**src/hw/rtl/idwseq_pkg.sv**
```systemverilog
// ----------------------------------------------------------------------------
// idwseq_pkg
// shared types and constants for the display write sequencer
// ----------------------------------------------------------------------------
package idwseq_pkg;

  localparam int unsigned PhaseCountW = 5;
  localparam logic [PhaseCountW-1:0] FirstPhase = 5'd0;
  localparam logic [PhaseCountW-1:0] LastPhase  = 5'd28;

  localparam logic [7:0] AddrReset   = 8'h78;
  localparam logic [7:0] CtrlCommand = 8'h00;
  localparam logic [7:0] CtrlData    = 8'h40;

  // bits per byte slot including the acknowledge clock
  localparam logic [4:0] SlotLen = 5'd9;
  localparam logic [3:0] AckSlot = 4'd8;

  typedef enum logic [1:0] {
    PH_START = 2'd0,
    PH_BIT   = 2'd1,
    PH_ACK   = 2'd2,
    PH_STOP  = 2'd3
  } phase_e;

  typedef enum logic [1:0] {
    BYTE_ADDR    = 2'd0,
    BYTE_CONTROL = 2'd1,
    BYTE_PAYLOAD = 2'd2
  } byte_sel_e;

  typedef struct packed {
    logic [1:0] mode;
    logic [7:0] payload;
  } req_t;

  typedef struct packed {
    phase_e phase;
    logic   sda_level;
    logic   last;
  } bus_phase_t;

endpackage

```
**src/hw/rtl/idwseq_req_stage.sv**
```systemverilog
// ----------------------------------------------------------------------------
// idwseq_req_stage
// holds the request being sequenced, takes the next one as it is released
// ----------------------------------------------------------------------------
module idwseq_req_stage
  import idwseq_pkg::*;
(
  input  logic       clk_i,
  input  logic       rst_ni,
  input  logic       in_valid_i,
  output logic       in_ready_o,
  input  logic [1:0] mode_i,
  input  logic [7:0] payload_i,
  input  logic       release_i,
  output logic       req_valid_o,
  output req_t       req_o
);

  logic valid_q, valid_d;
  req_t req_q;
  logic accept;

  assign in_ready_o = !valid_q || release_i;
  assign accept     = in_valid_i && in_ready_o;

  always_comb begin
    valid_d = valid_q;
    if (accept) begin
      valid_d = 1'b1;
    end else if (release_i) begin
      valid_d = 1'b0;
    end
  end

  always_ff @(posedge clk_i or negedge rst_ni) begin
    if (!rst_ni) begin
      valid_q <= 1'b0;
    end else begin
      valid_q <= valid_d;
    end
  end

  // payload register, no reset needed
  always_ff @(posedge clk_i) begin
    if (accept) begin
      req_q.mode    <= mode_i;
      req_q.payload <= payload_i;
    end
  end

  assign req_valid_o = valid_q;
  assign req_o       = req_q;

endmodule

```
**src/hw/rtl/idwseq_phase_decode.sv**
```systemverilog
// ----------------------------------------------------------------------------
// idwseq_phase_decode
// maps a phase index and the request onto one bus phase
// ----------------------------------------------------------------------------
module idwseq_phase_decode
  import idwseq_pkg::*;
(
  input  logic [PhaseCountW-1:0] phase_idx_i,
  input  req_t                   req_i,
  input  logic [7:0]             slave_addr_i,
  output bus_phase_t             bus_phase_o
);

  logic [PhaseCountW-1:0] slot_idx;
  byte_sel_e              byte_sel;
  logic [PhaseCountW-1:0] slot_base;
  logic [PhaseCountW-1:0] bit_off_full;
  logic [3:0]             bit_off;
  logic [2:0]             bit_pos;
  logic [7:0]             byte_val;
  logic                   lsb_first;

  // index inside the 27 byte and acknowledge slots
  assign slot_idx = phase_idx_i - 5'd1;

  always_comb begin
    if (slot_idx < SlotLen) begin
      byte_sel  = BYTE_ADDR;
      slot_base = 5'd0;
    end else if (slot_idx < (SlotLen + SlotLen)) begin
      byte_sel  = BYTE_CONTROL;
      slot_base = SlotLen;
    end else begin
      byte_sel  = BYTE_PAYLOAD;
      slot_base = SlotLen + SlotLen;
    end
  end

  assign bit_off_full = slot_idx - slot_base;
  assign bit_off      = bit_off_full[3:0];

  always_comb begin
    case (byte_sel)
      BYTE_ADDR:    byte_val = slave_addr_i;
      BYTE_CONTROL: byte_val = (req_i.mode != 2'd0) ? CtrlData : CtrlCommand;
      BYTE_PAYLOAD: byte_val = req_i.payload;
      default:      byte_val = req_i.payload;
    endcase
  end

  // mode bit 1 reverses the payload byte only
  assign lsb_first = (byte_sel == BYTE_PAYLOAD) && req_i.mode[1];
  assign bit_pos   = lsb_first ? bit_off[2:0] : (3'd7 - bit_off[2:0]);

  always_comb begin
    bus_phase_o.last = 1'b0;
    if (phase_idx_i == FirstPhase) begin
      bus_phase_o.phase     = PH_START;
      bus_phase_o.sda_level = 1'b0;
    end else if (phase_idx_i == LastPhase) begin
      bus_phase_o.phase     = PH_STOP;
      bus_phase_o.sda_level = 1'b1;
      bus_phase_o.last      = 1'b1;
    end else if (bit_off == AckSlot) begin
      bus_phase_o.phase     = PH_ACK;
      bus_phase_o.sda_level = 1'b1;
    end else begin
      bus_phase_o.phase     = PH_BIT;
      bus_phase_o.sda_level = byte_val[bit_pos];
    end
  end

endmodule

```
**src/hw/rtl/idwseq_out_stage.sv**
```systemverilog
// ----------------------------------------------------------------------------
// idwseq_out_stage
// result register in front of the output handshake
// ----------------------------------------------------------------------------
module idwseq_out_stage
  import idwseq_pkg::*;
(
  input  logic       clk_i,
  input  logic       rst_ni,
  input  logic       load_valid_i,
  input  bus_phase_t load_phase_i,
  output logic       advance_o,
  output logic       out_valid_o,
  input  logic       out_ready_i,
  output logic [1:0] phase_o,
  output logic       sda_level_o,
  output logic       last_o
);

  logic       valid_q;
  bus_phase_t phase_q;

  // register may be refilled when empty or when its contents leave now
  assign advance_o = !valid_q || out_ready_i;

  always_ff @(posedge clk_i or negedge rst_ni) begin
    if (!rst_ni) begin
      valid_q <= 1'b0;
    end else if (advance_o) begin
      valid_q <= load_valid_i;
    end
  end

  always_ff @(posedge clk_i) begin
    if (advance_o && load_valid_i) begin
      phase_q <= load_phase_i;
    end
  end

  assign out_valid_o = valid_q;
  assign phase_o     = phase_q.phase;
  assign sda_level_o = phase_q.sda_level;
  assign last_o      = phase_q.last;

endmodule

```
**src/hw/rtl/i2c_display_write_sequencer.sv**
```systemverilog
// ----------------------------------------------------------------------------
// i2c_display_write_sequencer
// turns one display write request into the bus phases of an i2c write
// ----------------------------------------------------------------------------
// Each accepted request produces 29 output items, one per bus phase: start,
// the slave address byte MSB first and an acknowledge clock, the control byte
// (0x00 for a command, 0x40 for data) and an acknowledge clock, the payload
// byte (LSB first when mode bit 1 is set) and an acknowledge clock, then stop,
// which is flagged by last_o. The phase counter emits one phase per cycle
// while out_ready_i does not stall the result register; with out_ready_i held
// high requests stream back to back, as the next request is taken into the
// request register in the same cycle the stop phase is loaded. When idle, an
// accepted request passes the request register and then the result register
// before the start phase appears. The slave address register resets to 0x78
// and must only be written while no request is in flight. The acknowledge
// clocks release SDA and the reply is not checked.
// ----------------------------------------------------------------------------
module i2c_display_write_sequencer
  import idwseq_pkg::*;
(
  input  logic       clk_i,
  input  logic       rst_ni,
  // configuration
  input  logic       cfg_we_i,
  input  logic [7:0] cfg_wdata_i,
  // request channel
  input  logic       in_valid_i,
  output logic       in_ready_o,
  input  logic [1:0] mode_i,
  input  logic [7:0] payload_i,
  // bus phase channel
  output logic       out_valid_o,
  input  logic       out_ready_i,
  output logic [1:0] phase_o,
  output logic       sda_level_o,
  output logic       last_o
);

  logic [7:0]             slave_addr_q;
  logic [PhaseCountW-1:0] phase_idx_q, phase_idx_d;
  logic                   req_valid;
  req_t                   req;
  logic                   advance;
  logic                   step;
  logic                   release_req;
  bus_phase_t             next_phase;

  // slave address register; the user must write it only while idle, the block does not enforce this
  always_ff @(posedge clk_i or negedge rst_ni) begin
    if (!rst_ni) begin
      slave_addr_q <= AddrReset;
    end else if (cfg_we_i) begin
      slave_addr_q <= cfg_wdata_i;
    end
  end

  idwseq_req_stage u_req_stage (
    .clk_i       (clk_i),
    .rst_ni      (rst_ni),
    .in_valid_i  (in_valid_i),
    .in_ready_o  (in_ready_o),
    .mode_i      (mode_i),
    .payload_i   (payload_i),
    .release_i   (release_req),
    .req_valid_o (req_valid),
    .req_o       (req)
  );

  // one phase moves into the result register per step
  assign step        = advance && req_valid;
  assign release_req = step && (phase_idx_q == LastPhase);

  always_comb begin
    phase_idx_d = phase_idx_q;
    if (release_req) begin
      phase_idx_d = FirstPhase;
    end else if (step) begin
      phase_idx_d = phase_idx_q + 5'd1;
    end
  end

  always_ff @(posedge clk_i or negedge rst_ni) begin
    if (!rst_ni) begin
      phase_idx_q <= FirstPhase;
    end else begin
      phase_idx_q <= phase_idx_d;
    end
  end

  idwseq_phase_decode u_phase_decode (
    .phase_idx_i  (phase_idx_q),
    .req_i        (req),
    .slave_addr_i (slave_addr_q),
    .bus_phase_o  (next_phase)
  );

  idwseq_out_stage u_out_stage (
    .clk_i        (clk_i),
    .rst_ni       (rst_ni),
    .load_valid_i (req_valid),
    .load_phase_i (next_phase),
    .advance_o    (advance),
    .out_valid_o  (out_valid_o),
    .out_ready_i  (out_ready_i),
    .phase_o      (phase_o),
    .sda_level_o  (sda_level_o),
    .last_o       (last_o)
  );

endmodule

```
**config.mk**
```make
export PLATFORM = sky130hd
export DESIGN_NAME = i2c_display_write_sequencer
export DESIGN_NICKNAME = d
export VERILOG_FILES = /design/src/hw/rtl/idwseq_pkg.sv /design/src/hw/rtl/idwseq_req_stage.sv /design/src/hw/rtl/idwseq_phase_decode.sv /design/src/hw/rtl/idwseq_out_stage.sv /design/src/hw/rtl/i2c_display_write_sequencer.sv
export SDC_FILE = /design/constraint.sdc
export NUM_CORES = 1
export LEC_CHECK = 0
export ABC_AREA = 1
export BUFFER_PORTS_ARGS = -buffer_cell sky130_fd_sc_hd__buf_2
export CORE_MARGIN = 3
export CORE_UTILIZATION = 45
export CTS_CLUSTER_SIZE = 24
export DETAILED_ROUTE_END_ITERATION = 16
export PLACE_DENSITY = 0.66
export SLEW_MARGIN = 10
export SYNTH_ARGS = -nofsm -noshare
export SYNTH_HDL_FRONTEND = slang
export SYNTH_HIERARCHICAL = 1
export SYNTH_SLANG_ARGS = --single-unit
```
**constraint.sdc**
```tcl
create_clock -name clk_i -period 6.6 [get_ports clk_i]
set_input_delay 0.66 -clock clk_i [delete_from_list [all_inputs] [get_ports clk_i]]
set_output_delay 0.66 -clock clk_i [all_outputs]
set_load 0.05 [all_outputs]
```
==> results of run 1 <==
cell usage in the layout (no fill, tap or decap), drive strengths merged:
cell type and instances:
buf 28, nor2 15, dfrtp 11, xnor2 1
mux2 8, nand4 4, nor3 2, clkinv 2
o21ai 1, nand2 57, clkinvlp 1, edfxtp 14
inv 37, clkbuf 5, a21oi 4, or2 1
nand3 32, dfstp 4, xor2 4, fa 1
ha 6, o211ai 1
state kept, by name (all words and copies together), names as in the netlist:
signal and cells:
u_out_stage/sda_level_o 1, phase_idx_q 5, slave_addr_q 8, u_req_stage/req_o 10, u_out_stage/out_valid_o 1, u_out_stage/phase_o 2, u_req_stage/req_valid_o 1, u_out_stage/last_o 1
per-layer routing:
layer,wire [microns],up-vias,part of all wire (%)
met5,0,-,0
met1,1540,602,50
met4,73,0,2.4
met2,1290,32,42
li1,-,721,-
met3,186,6,6.0
synth_stat cells (2+ instances only):
library cell  instances
xor2_1                4
edfxtp_1             14
nor2_1               10
ha_1                  6
nand2_1              47
a21oi_1               3
nand3_1              30
dfstp_2               4
nand4_2               2
inv_2                 3
nand2_2               8
buf_6                 2
nor2_2                4
nand4_1               2
nand2_4               2
mux2_2                8
inv_1                34
nand3_2               2
dfrtp_1              11
layout make-up:
class | instances | area share [%]
Clock inverter | 3 | 0.857
Multi-Input combinational cell | 137 | 40.0
Inverter | 37 | 6.80
Sequential cell | 29 | 39.2
Tap cell | 48 | 2.94
Timing Repair Buffer | 28 | 6.86
Clock buffer | 5 | 3.37
cells by family after synthesis:
| kind of cell | after synthesis | synth area share, % |
|---|---|---|
| adders and majority gates | 7 | 5.32 |
| muxes | 8 | 5.04 |
| and+or+nand+nor | 111 | 30.9 |
| buffers and inverters | 40 | 9.45 |
| AOI/OAI and AO/OA | 6 | 2.03 |
| DFF | 29 | 44.8 |
| xor gates and xnor gates | 5 | 2.45 |
worst max-delay path, delay by kind of cell, from the launching register on:
kind                     cells  cell delay (ns)
buffers and inverters        5             0.50
flip-flops                   1             0.44
adder cells (fa/ha/maj)      3             0.99
AND/OR/NAND/NOR              8             0.99
worst paths after layout:
kind	slack [ns]	start	endpoint
min reg2reg	0.52	slave_addr_q[7]$_DFFE_PN0P_	slave_addr_q[7]$_DFFE_PN0P_
max in group asynchronous	6.02	rst_ni	slave_addr_q[6]$_DFFE_PN1P_
max	3.44	phase_idx_q[0]$_DFFE_PN0P_	u_out_stage/phase_o[0]$_DFFE_PP_
min	0.27	rst_ni	slave_addr_q[1]$_DFFE_PN0P_
min in group clk_i	0.52	slave_addr_q[7]$_DFFE_PN0P_	slave_addr_q[7]$_DFFE_PN0P_
max reg2reg	3.44	phase_idx_q[0]$_DFFE_PN0P_	u_out_stage/phase_o[0]$_DFFE_PP_
per-stage QoR:
step	cells	area [sq um]	util [%]	hold slack [ns]
after floorplan	206	1790	-	0.364
after detailed placement	279	1960	52.3	0.500
after global routing	287	2040	54.6	0.299
final	287	2040	54.6	0.274
after CTS	287	2040	54.6	0.289
after global placement	279	1960	52.3	0.503
==> Implementation_results.wiki, run 1 <==
{| class="wikitable"
! Metric !! Value
|-
| Maximum single-stage delay on the critical path || 0.54 ns
|-
| Number of nets at the end of the flow || 268
|-
| Crit end category || register
|-
| CTS buffer count || 5
|-
| Setup TNS || 0 ns
|-
| Actual slew at the worst max-slew pin || 0.858 ns
|-
| Final Cycle Share || 47.8%
|-
| Via/cell ratio || 4.74
|-
| CTS Hold Buffers Added || 0
|-
| Top cells by area in the synthesized netlist || edfxtp_1 24%, dfrtp_1 15%, nand2_1 9.9%
|-
| Filler Cells Inserted || 362
|-
| X dimension of the die || 69.0 microns
|-
| Tightest Hold Check Type || in2async
|-
| Number of nets in the synthesized netlist || 236
|-
| Share of flip-flops with an asynchronous set or reset after synthesis || 51.7%
|-
| Last weighted congestion value of the routability-driven placer || 0.802
|-
| Count of flip-flops with a built-in enable after synthesis || 14
|-
| Fraction of synthesized cell area taken by the top area cell type || 23.5%
|-
| Global-route layer with the greatest usage || met2
|-
| Kind of start point of the critical path || register
|-
| Max-slew violations || 0
|-
| Source-to-sink clock delay at the later pin of the worst-skew pair || 0.28 ns
|-
| Reported max-cap violation count || 0
|-
| Number of antenna violations at the first check in global routing || 0
|-
| Share of the yosys chip area belonging to registers || 44.8%
|-
| Area taken by multi-input logic gates || 817 sq um
|-
| Period minus WS final || 3.16 ns
|-
| Cell occurring most often along the worst timing path || nand2_1
|-
| CP Data Arrival Time || 3.20 ns
|-
| Std-Cell Core Area || 3740 sq um
|-
| Floorplan die height || 69.0 microns
|-
| Post-CTS clock slew at the launch and capture registers of the worst setup and hold paths || 0.06 ns
|-
| Antenna Nets Post-Route || 0
|-
| First-pass GRT wire length || 5530 microns
|-
| Via count || 1,361
|-
| Count of cells resized by post-cts repair || 0
|-
| Placement Rows || 22
|-
| Flip-flop and latch count after synthesis || 29
|-
| Count of input and output buffers || 28
|-
| Library cell occupying the most area in the post-synthesis netlist || edfxtp_1
|-
| Total wirelength of the detailed-routed design || 3100 microns
|-
| Synth Instances || 206
|-
| Chain of cells forming the critical path || inv_1, ha_1, nand2_1, nand2_1, nand2_2, inv_2, nand2_1, nand2_1, inv_1, ha_1, fa_1, inv_1, nor3_1, nand3_1, nand2_1, inv_1
|-
| Post-synthesis cell type count || 29
|-
| Count of cells along the worst register-to-register path || 16
|-
| CTS root buf || clkbuf_8
|-
| Combined global-route utilization of all metal layers || 14.7%
|-
| Clock tree from TritonCTS || yes
|-
| Critical path class || reg2reg
|-
| Setup clock skew after layout || 0.00204 ns
|-
| Unrepaired setup endpoints after global routing || false
|-
| Pre-CTS WS || 3.45 ns
|-
| Die footprint || 4760 sq um
|-
| Main flop type after synthesis || edfxtp_1
|-
| Setup violation total in the final timing report || 0
|-
| Mean post-synth cell area || 8.67 sq um
|-
| Antenna diode count || 0
|-
| Number of endpoints with negative hold slack in the final report || 0
|-
| Post-synth design cell area || 1790 sq um
|-
| Iter 0 DRT Violations || 51
|-
| Count of TritonRoute iterations in the first routing pass || 4
|-
| CTS H-tree lvls || 2
|-
| Largest net degree at the start of global routing || 16
|-
| Standard cell with the maximum stage delay on the critical path || fa_1
|-
| Result of the run || finished, final reports clean
|-
| Layout cells sized above 1 || 30.5%
|-
| Clock buffer depth || 2
|-
| Setup fix buffers added after clock tree synthesis || 0
|-
| Total of warnings raised by yosys || 6
|-
| Ports placed on the boundary || 29
|-
| Post-route DRC || 0
|-
| Global route overflow || 0
|-
| Initial standard-cell utilization of the core || 47.7%
|-
| Worst EP required || 6.65 ns
|-
| Met2 track demand over resource in global routing || 20.6%
|-
| GR met1 Demand/Resource || 20.2%
|-
| Maximum fanout along the worst path || 13
|-
| Relative max-transition margin || 42.8%
|-
| Area of all sequential standard cells || 801 sq um
|-
| Number of global-route vias before repair || 1,255
|-
| GR Layer Usage met3 || 4.96%
|-
| Routed length per instance || 10.8 microns
|-
| Clock sink total || 29
|-
| FMAX || 0.317 GHz
|-
| Total half-perimeter wirelength after legalization and detailed placement || 2470 microns
|-
| Area Overhead vs Synth || 14.4%
|-
| Min setup slack post-route || 3.44 ns
|}
Power of run 1 is left out: the tool's default activity adds up to more than one toggle a clock period on the data nets, which glitch-free logic cannot reach.
==> run 2, diff against run 1 <==
- PLACE_DENSITY: 0.66 -> 0.68
- clock period: 6.6 -> 2.5 ns (I/O delays scaled with it)
==> run 2 against run 1 <==
Against the previous run: the run now ends with negative setup slack left; die area is the same; register-to-register slack got worse by 3.6 ns; clock-buffer cell count rose by 1; maximum frequency increased by 19%; core utilization up 7.3 points; global-route usage increased by 1.5 points; critical path depth did not move; hold slack lost 0.13 ns; clock skew hardly changed; critical endpoint unchanged; highest routed layer unchanged.
==> Implementation_results.wiki, run 2 (same netlist as run 1, synthesis figures left out) <==
{| class="wikitable"
! Metric !! Value
|-
| Critical path class || reg2reg (unchanged)
|-
| Layout cells sized above 1 || 43.7% (was 30.5%)
|-
| Total wirelength of the detailed-routed design || 3500 microns (was 3100 microns)
|-
| Actual slew at the worst max-slew pin || 0.541 ns (was 0.858 ns)
|-
| Maximum fanout along the worst path || 4 (was 13)
|-
| Global route overflow || 0 (unchanged)
|-
| Commonest cells after routing, fill and taps aside || 42 x nand2_1, 29 x inv_1, 28 x nand3_1, 28 x buf_2, 23 x buf_4 (was 47 x nand2_1, 34 x inv_1, 30 x nand3_1)
|-
| Worst hold margin || 0.145 ns (was 0.274 ns)
|-
| Placement Cell Area || 2110 sq um (was 1960 sq um)
|-
| Largest net degree at the start of global routing || 16 (unchanged)
|-
| Final non-filler cell area || 2320 sq um (was 2040 sq um)
|-
| CTS root buf || clkbuf_8 (unchanged)
|-
| Worst EP required || 2.54 ns (was 6.65 ns)
|-
| Period minus WS final || 2.65 ns (was 3.16 ns)
|-
| Unrepaired setup endpoints after global routing || true (was false)
|-
| Floorplan die height || 69.0 microns (unchanged)
|-
| Post-CTS clock slew at the launch and capture registers of the worst setup and hold paths || 0.06 ns (about the same)
|-
| Reported max-cap violation count || 0 (unchanged)
|-
| Count of input and output buffers || 28 (unchanged)
|-
| Placement Rows || 22 (unchanged)
|-
| Count of TritonRoute iterations in the first routing pass || 4 (unchanged)
|-
| Setup TNS || -0.312 ns (was 0 ns)
|-
| Via count || 1,452 (was 1,361)
|-
| Antenna Nets Post-Route || 0 (unchanged)
|-
| Std-Cell Core Area || 3740 sq um (unchanged)
|-
| Routed length per instance || 11.2 microns (was 10.8 microns)
|-
| Clock buffer depth || 2 (unchanged)
|-
| Total half-perimeter wirelength after legalization and detailed placement || 2590 microns (was 2470 microns)
|-
| Clock tree from TritonCTS || yes (unchanged)
|-
| First-pass GRT wire length || 6170 microns (was 5530 microns)
|-
| Number of endpoints with negative hold slack in the final report || 0 (unchanged)
|-
| CTS H-tree lvls || 2 (unchanged)
|-
| Antenna diode count || 0 (unchanged)
|-
| Last weighted congestion value of the routability-driven placer || 0.866 (was 0.802)
|-
| Ports placed on the boundary || 29 (unchanged)
|-
| Most common cell after layout, fill and taps aside || nand2_1 (unchanged)
|-
| Area Overhead vs Synth || 29.6% (was 14.4%)
|-
| Tightest Hold Check Type || in2reg (was in2async)
|-
| Largest register FFs || 10 (unchanged)
|-
| Relative max-transition margin || 64.0% (was 42.8%)
|-
| Number of antenna violations at the first check in global routing || 0 (unchanged)
|-
| Die footprint || 4760 sq um (unchanged)
|-
| Max-slew violations || 0 (unchanged)
|-
| CP Data Arrival Time || 2.69 ns (was 3.20 ns)
|-
| Source-to-sink clock delay at the later pin of the worst-skew pair || 0.28 ns (about the same)
|-
| Clock sink total || 29 (unchanged)
|-
| Crit end category || register (unchanged)
|-
| Post-route DRC || 0 (unchanged)
|-
| Final Cycle Share || 106% (was 47.8%)
|-
| Iter 0 DRT Violations || 100 (was 51)
|-
| Combined global-route utilization of all metal layers || 16.2% (was 14.7%)
|-
| Number of global-route vias before repair || 1,368 (was 1,255)
|-
| CTS buffer count || 5 (unchanged)
|-
| Kind of start point of the critical path || register (unchanged)
|-
| FMAX || 0.378 GHz (was 0.317 GHz)
|-
| Failing checks || negative setup slack
|-
| Setup clock skew after layout || 0.00247 ns (was 0.00204 ns)
|-
| Via/cell ratio || 4.67 (was 4.74)
|-
| Result of the run || complete, but fails checks (was finished, final reports clean)
|-
| Number of nets at the end of the flow || 292 (was 268)
|-
| X dimension of the die || 69.0 microns (unchanged)
|-
| Min setup slack post-route || -0.148 ns (was 3.44 ns)
|-
| Initial standard-cell utilization of the core || 47.7% (unchanged)
|-
| Setup violation total in the final timing report || 3 (was 0)
|}
-- run 2: cell types whose count changed in the layout (fill, tap and decap cells not counted), moves of 3 or more --
cell	change
buf_4	+23
inv_1	-5
inv_2	+5
nand2_1	-5
nand2_2	+4
ha_1	-3
ha_4	+3
-- run 2: per-layer routing --
metal,routed length (microns),GRT usage (%),share of wire (%),vias up
li1,-,-,-,767
met4,55,5.86,1.6,0
met2,1540,24.2,44,31
met5,0,0,0,-
met3,157,4.52,4.5,7
met1,1750,22.3,50,647
-- run 2: path summary, 6_finish.rpt --
| kind | startpoint | endpoint | slack [ns] | depth (start not counted) |
|---|---|---|---|---|
| setup / recovery | phase_idx_q[0]$_DFFE_PN0P_ | u_out_stage/phase_o[0]$_DFFE_PP_ | -0.15 | 16 |
| hold / removal | payload_i[2] | u_req_stage/req_o[2]$_DFFE_PP_ | 0.15 | 1 |
| setup reg to reg | phase_idx_q[0]$_DFFE_PN0P_ | u_out_stage/phase_o[0]$_DFFE_PP_ | -0.15 | 16 |
| hold reg to reg | slave_addr_q[1]$_DFFE_PN0P_ | slave_addr_q[1]$_DFFE_PN0P_ | 0.51 | 1 |
| max in group asynchronous | rst_ni | slave_addr_q[4]$_DFFE_PN1P_ | 1.77 | 2 |
| min in group asynchronous | rst_ni | slave_addr_q[7]$_DFFE_PN0P_ | 0.42 | 2 |
-- run 2: layout make-up --
cell class,instances,area [sq um]
fill,332,1430
inverter,37,139
clock buffer,6,72.6
sequential,29,802
timing repair buffer,52,323
clock inverter,2,10.0
tap,48,60.1
multi-input combinational,137,910
-- run 2: what timing repair did --
| item | CTS | global route |
|---|---|---|
| buffers inserted | 6 | 2 |
| gates resized for setup | 9 | 3 |
| pin swaps | 9 | 0 |
| setup endpoints to repair | 3 | 3 |
| hold endpoints to repair | 11 | 0 |
| hold buffers | 1 | 0 |
-- run 2: critical path, stage by stage, from the launching register on --
cell and delay [ns]:
dfrtp_1 0.38, inv_2 0.12, ha_4 0.17, nand2_1 0.05, nand2_1 0.07, nand2_2 0.09
inv_2 0.08, nand2_2 0.06, nand2_2 0.07, inv_2 0.05, ha_4 0.16, fa_2 0.58
inv_2 0.06, nor3_2 0.25, nand3_1 0.11, nand2_1 0.07, inv_1 0.03
-- run 2: metrics by stage --
stage	util, %	instances	setup slack (ns)
final	61.9	311	-0.148
after CTS	61.1	309	-0.103
after floorplan	-	206	-0.221
after global placement	56.5	294	-0.125
after detailed placement	56.5	294	-0.196
after global routing	61.9	311	-0.336
Power of run 2 is left out for the same reason.
